File: config.mk
export PLATFORM = sky130hd
export DESIGN_NAME = playfair_digraph_cipher_top
export DESIGN_NICKNAME = d
export VERILOG_FILES = /design/src/rtl/pfc_pkg.sv /design/src/rtl/pfc_pair_cipher.sv /design/src/rtl/playfair_digraph_cipher_top.sv
export SDC_FILE = /design/constraint.sdc
export NUM_CORES = 1
export LEC_CHECK = 0
export BUFFER_PORTS_ARGS = -buffer_cell sky130_fd_sc_hd__clkbuf_2
export CAP_MARGIN = 20
export CORE_MARGIN = 3
export CORE_UTILIZATION = 41
export CTS_BUF_LIST = sky130_fd_sc_hd__clkbuf_8
export CTS_CLUSTER_DIAMETER = 200
export DETAILED_ROUTE_END_ITERATION = 10
export PLACE_DENSITY_LB_ADDON = 0.25
export SYNTH_ARGS = -nofsm -noshare
export SYNTH_HDL_FRONTEND = slang
export SYNTH_HIERARCHICAL = 1
export SYNTH_SLANG_ARGS = --single-unit
File: constraint.sdc
create_clock -name clk -period 5.7 [get_ports clk]
set_input_delay 0.57 -clock clk [delete_from_list [all_inputs] [get_ports clk]]
set_output_delay 0.57 -clock clk [all_outputs]
set_load 0.01 [all_outputs]
File: src/rtl/pfc_pkg.sv
`default_nettype none
package pfc_pkg;

  typedef logic [4:0] letter_t;

  // Key square, indexed [row][column]
  typedef logic [4:0][4:0][4:0] square_t;

  typedef struct packed {
    logic [2:0] row;
    logic [2:0] col;
  } pos_t;

  typedef enum logic [1:0] {
    REG_MODE       = 2'd0,
    REG_CELLS_LOW  = 2'd1,
    REG_CELLS_HIGH = 2'd2,
    REG_CELL_LAST  = 2'd3
  } reg_index_t;

  localparam letter_t LETTER_I = 5'd8;
  localparam letter_t LETTER_J = 5'd9;
  localparam letter_t LETTER_X = 5'd23;
  localparam letter_t LETTER_Z = 5'd25;

  localparam logic [59:0] CELLS_LOW_RESET  = 60'd635082568189906123;
  localparam logic [59:0] CELLS_HIGH_RESET = 60'd710189213288207629;
  localparam letter_t     CELL_LAST_RESET  = 5'd15;

endpackage
`default_nettype wire

File: src/rtl/pfc_pair_cipher.sv
`default_nettype none
module pfc_pair_cipher (
  input  pfc_pkg::square_t square,
  input  logic             decrypt,
  input  pfc_pkg::letter_t first,
  input  pfc_pkg::letter_t second,
  output pfc_pkg::letter_t first_out,
  output pfc_pkg::letter_t second_out
);
  import pfc_pkg::*;

  // First cell in row-major order wins; an absent letter sits at the top left
  function automatic pos_t locate(square_t sq, letter_t l);
    pos_t p;
    p = '0;
    for (int r = 4; r >= 0; r--) begin
      for (int c = 4; c >= 0; c--) begin
        if (sq[r][c] == l) begin
          p.row = 3'(r);
          p.col = 3'(c);
        end
      end
    end
    return p;
  endfunction

  function automatic logic [2:0] wrap_step(logic [2:0] v, logic dec);
    logic [2:0] n;
    if (dec) begin
      n = (v == 3'd0) ? 3'd4 : v - 3'd1;
    end else begin
      n = (v == 3'd4) ? 3'd0 : v + 3'd1;
    end
    return n;
  endfunction

  pos_t pa, pb;

  always_comb begin
    pa = locate(square, first);
    pb = locate(square, second);
    if (pa.row == pb.row) begin
      first_out  = square[pa.row][wrap_step(pa.col, decrypt)];
      second_out = square[pb.row][wrap_step(pb.col, decrypt)];
    end else if (pa.col == pb.col) begin
      first_out  = square[wrap_step(pa.row, decrypt)][pa.col];
      second_out = square[wrap_step(pb.row, decrypt)][pb.col];
    end else begin
      first_out  = square[pa.row][pb.col];
      second_out = square[pb.row][pa.col];
    end
  end

endmodule
`default_nettype wire

File: src/rtl/playfair_digraph_cipher_top.sv
`default_nettype none
// Playfair digraph cipher over a stream of letter codes.
// Input channel: in_valid/in_stall carry letter_in and message_end, one letter
// per request. Output channel: out_valid/out_stall carry letter_out, run_last
// (last letter caused by a request) and message_done (last letter of message).
// The user must write the key square and mode over the APB port only while the
// block is idle; the block itself does not enforce it. An accepted request
// updates the pairing state at once and, when it closes one or two digraphs,
// becomes a job of two or four letters. The job is enciphered one digraph at a
// time by combinational logic and shifted out one letter a cycle while the
// receiver does not stall. The first letter passes through the job register
// and then the output register. A request that yields letters holds the input
// until its job's final letter moves to the output register; the next request
// is taken in that cycle, so back-to-back requests see no bubble. A request that
// yields none does not stall the input. When the receiver stalls, the output
// register holds, the job holds and in_stall stays high.
// Reset empties the job and output registers, clears the pairing state and
// loads the default square with mode set to encrypt.
module playfair_digraph_cipher_top (
  input  wire logic             clk,
  input  wire logic             rst,
  input  wire logic             in_valid,
  output      logic             in_stall,
  input  wire pfc_pkg::letter_t letter_in,
  input  wire logic             message_end,
  output      logic             out_valid,
  input  wire logic             out_stall,
  output      pfc_pkg::letter_t letter_out,
  output      logic             run_last,
  output      logic             message_done,
  input  wire logic             psel,
  input  wire logic             penable,
  input  wire logic             pwrite,
  input  wire logic [4:0]       paddr,
  input  wire logic [63:0]      pwdata,
  output      logic [63:0]      prdata,
  output      logic             pready
);
  import pfc_pkg::*;

  // Configuration registers
  logic        cipher_mode;
  logic [59:0] cells_low;
  logic [59:0] cells_high;
  letter_t     cell_last;
  reg_index_t  reg_sel;
  logic        cfg_write;
  square_t     square;

  assign pready    = 1'b1;
  assign reg_sel   = reg_index_t'(paddr[4:3]);
  assign cfg_write = psel && penable && pwrite && pready;

  always_ff @(posedge clk) begin
    if (rst) begin
      cipher_mode <= 1'b0;
      cells_low   <= CELLS_LOW_RESET;
      cells_high  <= CELLS_HIGH_RESET;
      cell_last   <= CELL_LAST_RESET;
    end else if (cfg_write) begin
      case (reg_sel)
        REG_MODE:       cipher_mode <= pwdata[0];
        REG_CELLS_LOW:  cells_low   <= pwdata[59:0];
        REG_CELLS_HIGH: cells_high  <= pwdata[59:0];
        REG_CELL_LAST:  cell_last   <= pwdata[4:0];
        default: ;
      endcase
    end
  end

  always_comb begin
    case (reg_sel)
      REG_MODE:       prdata = {63'd0, cipher_mode};
      REG_CELLS_LOW:  prdata = {4'd0, cells_low};
      REG_CELLS_HIGH: prdata = {4'd0, cells_high};
      REG_CELL_LAST:  prdata = {59'd0, cell_last};
      default:        prdata = '0;
    endcase
  end

  always_comb begin
    for (int r = 0; r < 5; r++) begin
      for (int c = 0; c < 5; c++) begin
        if (r * 5 + c < 12) begin
          square[r][c] = cells_low[5 * (r * 5 + c) +: 5];
        end else if (r * 5 + c < 24) begin
          square[r][c] = cells_high[5 * (r * 5 + c - 12) +: 5];
        end else begin
          square[r][c] = cell_last;
        end
      end
    end
  end

  // Pairing state
  letter_t pending_letter, pending_letter_next;
  logic    pending_valid, pending_valid_next;
  letter_t previous_letter;
  logic    previous_valid;

  // Job: up to two raw digraphs waiting to be enciphered
  logic       job_valid;
  letter_t    job_a0, job_b0, job_a1, job_b1;
  logic       job_two;
  logic       job_end;
  logic [1:0] job_idx;

  // Output register
  logic out_load;
  logic job_final;
  logic job_done;
  logic in_accept;

  assign out_load  = !out_valid || !out_stall;
  assign job_final = (job_idx == {job_two, 1'b1});
  assign job_done  = job_valid && out_load && job_final;
  assign in_stall  = job_valid && !job_done;
  assign in_accept = in_valid && !in_stall;

  // Accept-side pairing logic
  letter_t letter_fold;
  logic    dup;
  logic    pair_a, pair_end;
  letter_t pa_first, pa_second;
  letter_t n_a0, n_b0, n_a1, n_b1;
  logic    n_any, n_two;

  always_comb begin
    letter_fold = (letter_in > LETTER_Z) ? LETTER_Z : letter_in;
    if (letter_fold == LETTER_J) begin
      letter_fold = LETTER_I;
    end
    dup = !cipher_mode && previous_valid && (previous_letter == letter_fold);

    pending_letter_next = pending_letter;
    pending_valid_next  = pending_valid;
    pair_a    = 1'b0;
    pa_first  = pending_letter;
    pa_second = LETTER_X;
    if (dup) begin
      pair_a = 1'b1;
      if (pending_valid) begin
        pending_letter_next = letter_fold;
      end else begin
        pa_first  = LETTER_X;
        pa_second = letter_fold;
      end
    end else if (pending_valid) begin
      pair_a             = 1'b1;
      pa_second          = letter_fold;
      pending_valid_next = 1'b0;
    end else begin
      pending_letter_next = letter_fold;
      pending_valid_next  = 1'b1;
    end

    // Pad a lone letter at the end of the message
    pair_end = message_end && pending_valid_next;

    if (pair_a) begin
      n_a0 = pa_first;
      n_b0 = pa_second;
    end else begin
      n_a0 = pending_letter_next;
      n_b0 = LETTER_X;
    end
    n_a1  = pending_letter_next;
    n_b1  = LETTER_X;
    n_any = pair_a || pair_end;
    n_two = pair_a && pair_end;
  end

  always_ff @(posedge clk) begin
    if (rst) begin
      pending_letter  <= '0;
      pending_valid   <= 1'b0;
      previous_letter <= '0;
      previous_valid  <= 1'b0;
    end else if (in_accept) begin
      if (message_end) begin
        pending_letter  <= '0;
        pending_valid   <= 1'b0;
        previous_letter <= '0;
        previous_valid  <= 1'b0;
      end else begin
        pending_letter  <= pending_letter_next;
        pending_valid   <= pending_valid_next;
        previous_letter <= letter_fold;
        previous_valid  <= 1'b1;
      end
    end
  end

  // Encipher the current digraph of the job
  letter_t cur_first, cur_second;
  letter_t ciph_first, ciph_second;

  assign cur_first  = job_idx[1] ? job_a1 : job_a0;
  assign cur_second = job_idx[1] ? job_b1 : job_b0;

  pfc_pair_cipher u_pair_cipher (
    .square     (square),
    .decrypt    (cipher_mode),
    .first      (cur_first),
    .second     (cur_second),
    .first_out  (ciph_first),
    .second_out (ciph_second)
  );

  always_ff @(posedge clk) begin
    if (rst) begin
      job_valid <= 1'b0;
      job_idx   <= '0;
    end else if (in_accept) begin
      job_valid <= n_any;
      job_idx   <= '0;
    end else if (job_done) begin
      job_valid <= 1'b0;
      job_idx   <= '0;
    end else if (job_valid && out_load) begin
      job_idx <= job_idx + 2'd1;
    end
  end

  always_ff @(posedge clk) begin
    if (in_accept) begin
      job_a0  <= n_a0;
      job_b0  <= n_b0;
      job_a1  <= n_a1;
      job_b1  <= n_b1;
      job_two <= n_two;
      job_end <= message_end;
    end
  end

  always_ff @(posedge clk) begin
    if (rst) begin
      out_valid <= 1'b0;
    end else if (out_load) begin
      out_valid <= job_valid;
    end
  end

  always_ff @(posedge clk) begin
    if (out_load && job_valid) begin
      letter_out   <= job_idx[0] ? ciph_second : ciph_first;
      run_last     <= job_final;
      message_done <= job_final && job_end;
    end
  end

  a_done_is_run_last : assert property (@(posedge clk) disable iff (rst)
    out_valid && message_done |-> run_last)
    else $error("message_done without run_last");

  a_end_clears_state : assert property (@(posedge clk) disable iff (rst)
    in_valid && !in_stall && message_end |=> !pending_valid && !previous_valid)
    else $error("pairing state not cleared at end of message");

  a_job_index_range : assert property (@(posedge clk) disable iff (rst)
    job_valid |-> (job_two || !job_idx[1]))
    else $error("job index beyond its digraphs");

  a_job_holds_on_stall : assert property (@(posedge clk) disable iff (rst)
    job_valid && out_valid && out_stall |=> job_valid && $stable(job_idx))
    else $error("job advanced while output stalled");

endmodule
`default_nettype wire

==> metrics.md, run 1 <==
| Metric | Value |
|---|---|
| Sequential cell area fraction in the yosys report | 0.206 |
| Detailed Routing Iterations Pass 1 | 9 |
| TritonCTS clock tree | built |
| Weighted congestion at the end of routability-driven global placement | approximately 1.2 |
| Filler cells | 4076 |
| Cell area after synthesis | about 17000 um2 |
| Overall die height | 212 um |
| Io pins | 156 |
| Library cell used as clock root buffer | clkbuf_8 |
| Number of enable flip-flop cells after synthesis | 24 |
| Leakage power total | ~8.5 nW |
| Final clock period utilization by the worst path | 0.989 |
| Crit-path cells | buf_4 -> or2_4 -> buf_4 -> xor2_1 -> nor3_2 -> or4_1 -> a211oi_1 -> o211a_1 -> inv_2 -> ha_1 -> buf_4 -> or2_2 -> mux4_2 -> nand2_1 -> o21ai_0 -> a221oi_1 -> nor4_1 -> buf_4 -> a2bb2oi_1 -> mux2_2 |
| Hold_buf cts | 0 |
| Status | finished, final reports clean |
| Count of unresolved DRC violations after routing | 0 |
| Part of the power in registers | 0.258 |
| Total track usage | 0.455 |
| Worst Hold Class | in2reg |
| Largest delay contributor family on the critical path | simple AND/OR/NAND/NOR gates |
| Number of buffer and inverter instances along the worst setup path | 5 |
| Synth-to-layout area growth | 20.1% |
| Launch instance of the worst register-to-register path | job_idx[1] |
| Number of storage elements in the synthesis netlist | approximately 170 |
| Remaining global-route overflow | 0 |
| Maximum fanout encountered on the critical timing path | 14 |
| Unrepaired setup endpoints after global routing | false |
| Post-layout instance area | 20800 um2 |
| Routed via count | 21400 |
| Detail-routed via count per cell | ~7 |
| CP Class | reg2reg |
| Net count, final | 2608 |
| Most used flip-flop cell after synthesis | dfxtp_1 |
| Count of port buffers added during placement | 143 |
| Switching share of power | 0.458 |
| Cells after synthesis | 2226 |
| Final critical delay including setup and external delays | 5.64 ns |
| Timing startpoint of the critical path | job_idx[1] |
| Starting utilization of the core area | 0.419 |
| Critical-path cell with the highest stage delay | mux4_2 |
| Num CTS Buffers | 17 |
| DR iter-0 viols | roughly 3900 |
| Post-synthesis area per instance | 7.78 um2 |
| Remaining antenna violation count | 0 |
| Post-detailed-routing wire length | 106 mm |
| Final count of hold timing violations | 0 |
| Worst setup EP type | flip-flop |
| Clk buf depth | 2 |
| Layout Cells excl Fill | 3064 |
| Largest net degree at the start of global routing | between 100 and 150 |
| Max cap viols | 0 |
| Total number of cells along the worst setup path | 20 |
| Pwr/cell area | 243 nW/um2 |
| Core Region | 41300 um2 |
| Capturing point of the worst reg2reg path | letter_out[0] |
| Delay of the slowest critical-path stage | 0.64 ns |
| Post-placement cell area | between 20000 and 25000 um2 |
| Most Frequent Cell on Critical Path | buf_4 |
| Total clock sinks | around 170 |
| Length in cells of the worst reg-to-reg path | 20 |
| First-pass GRT wire length | 144 mm |
| Number of global-route vias before repair | 19100 |
| Worst skew pair latency | between 0.5 and 0.6 ns |
| Overall die area | between 40000 and 50000 um2 |
| Count of different cell masters after synthesis | 111 |
| Number of antenna violations at the first check in global routing | 10 |
| Horizontal die dimension | between 200 and 250 um |
| Number of warnings printed during yosys synthesis | 6 |
| FFs w/ async S/R, synth | 0 |
| Cell Count Post-Placement | 3009 |
| Worst supply voltage drop on vdd | 200 uV |
| Critical Path AT | between 5 and 6 ns |
| Cell Int Power | 2.74 mW |
| Final setup violation count | 0 |
| Fraction of final layout cells with drive strength greater than 1 | 0.252 |
| Reg-to-reg slack, setup | slightly above 0.06 ns |
| Worst setup skew after layout | 0.0229 ns |
| Clock transition at the registers of the reported paths | 0.12 ns |
| Critical path destination | letter_out[0] |
| Worst setup SP type | flip-flop |
| Placement row count | 74 |
| Per-cell routed wire length | 34.8 um |
| Net load switching power | 2.31 mW |
| Power share of the combinational group | 0.571 |
| FMAX | 177 MHz |
| Number of levels in the clock H-tree | 4 |
| Tightest slew margin relative to the limit | 0.289 |
| Clk network pwr share | 0.171 |
| Worst Max-Slew Pin Slew | ~1.1 ns |
| Required time at the worst-slack endpoint | approximately 6.0 ns |
| Final count of pins violating max slew | 0 |
| Post-detailed-placement half-perimeter wirelength | 79.6 mm |
[cell families (layout without fill, tap and decap cells)]
logic type	Yosys count	after routing	share of synthesized area
and+or+nand+nor	876	876	0.253
AOI/OAI and AO/OA	524	524	0.216
xor gates and xnor gates	266	266	0.137
buffers and inverters	217	511	0.0623
DFF	166	166	0.206
muxes	160	161	0.115
adders and majority gates	15	15	0.0108
other	2	13	0.000434
[metal layers]
metal	share of wire	vias up	global-route usage	wire, um
li1	-	8708	-	-
met5	0.00025	-	0	27
met3	0.16	505	0.202	17300
met2	0.38	1988	0.608	40000
met1	0.37	10200	0.581	39200
met4	0.093	4	0.313	9890
[tightest hold or removal path, cell delays in order]
cell	delay, ns
clkbuf_2	0.09
nand2_1	0.04
nand3b_1	0.06
[cell type report]
type | instances | area, um2 | area share
Antenna cell | 8 | 20.0 | 0.000963
Clock buffer | 17 | 234 | 0.0113
Clock inverter | 15 | 158 | 0.00758
Inverter | 35 | 134 | 0.00644
Multi-Input combinational cell | 1847 | 12900 | 0.620
Sequential cell | 166 | 3570 | 0.172
Tap cell | 532 | 666 | 0.0320
Timing Repair Buffer | 444 | 3110 | 0.150
[repair_timing]
item	in CTS	in global routing
hold endpoints to repair	0	0
pin swaps	0	4
setup endpoints to repair	5	5
cloned	0	1
resized for setup	10	28
buffers inserted	0	13
[power groups by stage]
stage / sequential (mW) / clock (mW) / combinational (mW)
2_1_floorplan: 1.31 / 0 / 1.65
3_3_place_gp: 1.32 / 0 / 2.69
3_5_place_dp: 1.32 / 0 / 2.69
4_1_cts: 1.30 / 0.859 / 2.72
5_1_grt: 1.30 / 0.898 / 3.00
6_report: 1.31 / 0.863 / 2.89
[cell usage in the layout, fill, tap and decap left out, types with 14 or more instances in the layout]
master      n
and3_1     28
xor2_1    136
o21ai_0    64
dfxtp_1   141
buf_4     291
o22ai_1    18
edfxtp_1   24
and2_1     15
a22oi_1    21
nand3_1   119
xnor2_1   126
nor4_1     15
o221ai_1   14
mux4_2     25
nor3_1     59
nor2_1     58
mux2_2     39
a31oi_1    23
ha_1       14
a211oi_1   15
o211ai_1   18
nand3b_1   56
inv_1      29
nand2_1   402
a22o_1     64
a221oi_1   15
clkbuf_2  142
a21oi_1   138
clkbuf_8   17
mux2i_1    89
nand4_1    17
[worst min-delay path by stage]
stage	from	to	depth (start not counted)
2_1_floorplan	previous_valid	previous_valid	2
3_3_place_gp	previous_valid	previous_valid	2
3_5_place_dp	previous_valid	previous_valid	2
4_1_cts	pwdata[20]	cells_high[20]	3
5_1_grt	pwdata[47]	cells_high[47]	3
6_report	pwdata[38]	cells_high[38]	3
[through the flow]
| step | hold WS, ns | worst slack [ns] | util | TNS [ns] | power (mW) |
|---|---|---|---|---|---|
| 5_1_grt | 0.287 | 0.0000400 | 0.503 | 0 | 5.20 |
| 3_5_place_dp | 0.442 | -0.779 | 0.486 | -2.88 | 4.02 |
| 2_1_floorplan | 0.423 | 0.0225 | - | 0 | 2.96 |
| 6_report | 0.277 | 0.0607 | 0.503 | 0 | 5.06 |
| 3_3_place_gp | 0.430 | -0.791 | 0.486 | -2.89 | 4.02 |
| 4_1_cts | 0.271 | 0.00332 | 0.497 | 0 | 4.88 |
[sequential cells by signal, indices dropped and copies added, names as in the netlist, 2 cells and up]
name	count
cells_high	60
job_a0	5
job_a1	5
job_b0	5
job_idx	2
cell_last	5
previous_letter	5
letter_out	5
pending_letter	5
cells_low	60
[cell usage after synthesis (7+ instances only)]
master,n,area share
a211o_1,12,0.0061
a211oi_1,15,0.0065
a21o_1,7,0.0030
a21oi_1,138,0.040
a221oi_1,15,0.0076
a22o_1,64,0.032
a22oi_1,21,0.0091
a31o_2,7,0.0035
a31oi_1,24,0.0087
a32oi_1,11,0.0056
and2_1,18,0.0065
and3_1,28,0.010
and4_1,7,0.0035
buf_1,18,0.0039
buf_2,29,0.0084
buf_4,26,0.011
buf_6,10,0.0065
clkbuf_1,93,0.020
dfxtp_1,142,0.16
edfxtp_1,24,0.042
ha_1,15,0.011
inv_1,28,0.0061
mux2_2,41,0.027
mux2i_1,89,0.051
mux4_2,25,0.033
nand2_1,404,0.088
nand3_1,120,0.035
nand3b_1,56,0.024
nand4_1,17,0.0061
nor2_1,58,0.013
nor2b_1,15,0.0054
nor3_1,68,0.020
nor4_1,19,0.0069
o2111ai_1,10,0.0051
o211ai_1,18,0.0078
o21ai_0,64,0.018
o221ai_1,14,0.0071
o22ai_1,19,0.0069
or2_2,7,0.0025
xnor2_1,126,0.064
xor2_1,136,0.069
Power figures use the tool's default switching activity.
==> inputs of run 2 (changes only) <==
--- a/config.mk
+++ b/config.mk
@@ -8,7 +8,7 @@
 export BUFFER_PORTS_ARGS = -buffer_cell sky130_fd_sc_hd__clkbuf_2
 export CAP_MARGIN = 20
 export CORE_MARGIN = 3
-export CORE_UTILIZATION = 41
+export CORE_UTILIZATION = 30
 export CTS_BUF_LIST = sky130_fd_sc_hd__clkbuf_8
 export CTS_CLUSTER_DIAMETER = 200
 export DETAILED_ROUTE_END_ITERATION = 10
==> metrics.md, run 2 (synthesis results as in run 1) <==
| Metric | Value |
|---|---|
| Worst setup skew after layout | 0.0151 ns (was 0.0229 ns) |
| Sum of negative setup slack | 0 ns (unchanged) |
| Final count of pins violating max slew | 0 (unchanged) |
| Delay of the slowest critical-path stage | 0.63 ns (was 0.64 ns) |
| Unrepaired setup endpoints after global routing | true (was false) |
| Io pins | 156 (unchanged) |
| Starting utilization of the core area | 0.305 (was 0.419) |
| Status | finished, final reports clean (unchanged) |
| Library cell used as clock root buffer | clkbuf_8 (unchanged) |
| Tightest slew margin relative to the limit | 0.304 (was 0.289) |
| FMAX | 179 MHz (was 177 MHz) |
| Net count, final | 2640 (was 2608) |
| Layout Cells excl Fill | 3323 (was 3064) |
| Critical-path cell with the highest stage delay | mux4_2 (unchanged) |
| Final clock period utilization by the worst path | 0.979 (was 0.989) |
| Max cap viols | 0 (unchanged) |
| Overall die height | 246 um (was 212 um) |
| TritonCTS clock tree | built (unchanged) |
| Post-detailed-placement half-perimeter wirelength | 81.5 mm (was 79.6 mm) |
| Final setup violation count | 0 (unchanged) |
| Commonest non-fill, non-tap cell in the layout | nand2_1 (unchanged) |
| Worst supply voltage drop on vdd | 226 uV (was 200 uV) |
| Worst setup EP type | flip-flop (unchanged) |
| Timing startpoint of the critical path | job_idx[1] (unchanged) |
| DR iter-0 viols | 2833 (was 3927) |
| Post-detailed-routing wire length | 109 mm (was 106 mm) |
| Final critical delay including setup and external delays | 5.58 ns (was 5.64 ns) |
| Per-cell routed wire length | 32.9 um (was 34.8 um) |
| Core Region | 56700 um2 (was 41300 um2) |
| Worst skew pair latency | 0.53 ns (was 0.51 ns) |
| Crit-path cells | or2_2 -> buf_12 -> xor2_1 -> nor3_2 -> nand3_1 -> and4_2 -> a211oi_1 -> o211a_1 -> inv_2 -> ha_1 -> buf_4 -> or2_2 -> mux4_2 -> o21ai_0 -> a221oi_1 -> nor4_1 -> a2bb2oi_1 -> buf_4 -> mux2_2 (was buf_4 -> or2_4 -> buf_4 -> xor2_1 -> nor3_2 -> or4_1 -> a211oi_1 -> o211a_1 -> inv_2 -> ha_1 -> buf_4 -> or2_2 -> mux4_2 -> nand2_1 -> o21ai_0 -> a221oi_1 -> nor4_1 -> buf_4 -> a2bb2oi_1 -> mux2_2) |
| Detailed Routing Iterations Pass 1 | 7 (was 9) |
| Horizontal die dimension | 246 um (was 212 um) |
| Synth-to-layout area growth | 23.4% (was 20.1%) |
| Number of levels in the clock H-tree | 4 (unchanged) |
| Remaining antenna violation count | 0 (unchanged) |
| Fraction of final layout cells with drive strength greater than 1 | 0.261 (was 0.252) |
| Pwr/cell area | 241 nW/um2 (was 243 nW/um2) |
| Total track usage | 0.350 (was 0.455) |
| Registers with the highest flip-flop counts | cells_high x60, cells_low x60 (unchanged) |
| Number of global-route vias before repair | 19700 (was 19100) |
| Worst Min Path Start | pwdata[8] (was pwdata[38]) |
| Leakage power total | 8.69 nW (was 8.50 nW) |
| Detail-routed via count per cell | 6.34 (was 6.97) |
| CP Class | reg2reg (unchanged) |
| Total clock sinks | 166 (unchanged) |
| Placement row count | 87 (was 74) |
| Hold_buf cts | 0 (unchanged) |
| Count of port buffers added during placement | 143 (unchanged) |
| Maximum fanout encountered on the critical timing path | 25 (was 14) |
| Critical Path AT | 5.99 ns (was 5.89 ns) |
| Post-layout instance area | 21400 um2 (was 20800 um2) |
| Number of antenna violations at the first check in global routing | 9 (was 10) |
| Clock transition at the registers of the reported paths | 0.11 ns (was 0.12 ns) |
| Cell Count Post-Placement | 3249 (was 3009) |
| Most frequent cells in the layout | nand2_1, buf_4, clkbuf_2 (unchanged) |
| Overall die area | 60600 um2 (was 44700 um2) |
| Final count of hold timing violations | 0 (unchanged) |
| Worst setup SP type | flip-flop (unchanged) |
| Clk buf depth | 2 (unchanged) |
| First-pass GRT wire length | 150 mm (was 144 mm) |
| Worst Hold Class | in2reg (unchanged) |
| Launch instance of the worst register-to-register path | job_idx[1] (unchanged) |
| Count of unresolved DRC violations after routing | 0 (unchanged) |
| Num CTS Buffers | 17 (unchanged) |
| Worst Max-Slew Pin Slew | 1.04 ns (was 1.07 ns) |
| Post-placement cell area | 20500 um2 (was 20100 um2) |
| Routed via count | 21100 (was 21400) |
| Remaining global-route overflow | 0 (unchanged) |
| Largest net degree at the start of global routing | 121 (was 124) |
| Number of buffer and inverter instances along the worst setup path | 4 (was 5) |
| Filler cells | 5860 (was 4076) |
| Largest delay contributor family on the critical path | simple AND/OR/NAND/NOR gates (unchanged) |
| Weighted congestion at the end of routability-driven global placement | 1.09 (was 1.18) |
| Fraction of the core area covered by cells at the end of the flow | 0.377 (was 0.503) |
| Required time at the worst-slack endpoint | 6.10 ns (was 5.95 ns) |
==> run 2: power breakdown <==
group	leakage [nW]	internal (mW)	total, mW	switching (mW)
logic	7.11	1.19	2.92	1.73
clock network	0.207	0.358	0.918	0.560
registers	1.37	1.24	1.31	0.0702
total	8.69	2.79	5.15	2.36
==> run 2: worst paths after layout <==
kind	end	slack, ns	cells past startpoint
max	letter_out[0]	0.12	19
min	cells_high[8]	0.25	3
max reg2reg	letter_out[0]	0.12	19
min reg2reg	previous_valid	0.46	2
==> run 2: worst register-to-register path: cells and delay by family, from the launching register on <==
family,cells,cell delay (ns)
flops,1,0.41
mux,2,0.77
buf+inv,4,0.58
simple gates,6,1.89
xor+xnor,1,0.25
fa+ha+maj,1,0.19
compound gates,5,1.36
==> run 2: per-stage QoR <==
step | power [mW] | hold slack (ns) | setup WS [ns]
finish | 5.15 | 0.254 | 0.118
global route | 5.35 | 0.248 | -0.0509
CTS | 5.03 | 0.222 | 0.0654
detailed placement | 4.10 | 0.449 | -0.516
global placement | 4.11 | 0.440 | -0.435
floorplan | 2.96 | 0.423 | 0.0225
==> run 2: per-layer routing <==
| metal | wire length, um | track usage | up-vias |
|---|---|---|---|
| met4 | 9940 | 0.260 | 4 |
| li1 | - | - | 8771 |
| met2 | 44800 | 0.514 | 1659 |
| met5 | 26 | 0 | - |
| met3 | 12800 | 0.103 | 469 |
| met1 | 41800 | 0.433 | 10200 |
==> run 2: what timing repair did <==
item                       4_1_cts  5_1_grt
pin swaps                        1        7
setup buffers                    0       28
gates resized for setup         12       21
cloned                           1        0
setup endpoints to repair        5        5
==> run 2: cell type report <==
class                      instances  area [um2]  share of cell area
multi-input combinational       1847       12900               0.602
clock inverter                    13         150             0.00702
antenna                           11        27.5             0.00129
tap                              756         946              0.0443
clock buffer                      19         262              0.0122
timing repair buffer             476        3410               0.160
sequential                       166        3570               0.167
inverter                          35         134             0.00626
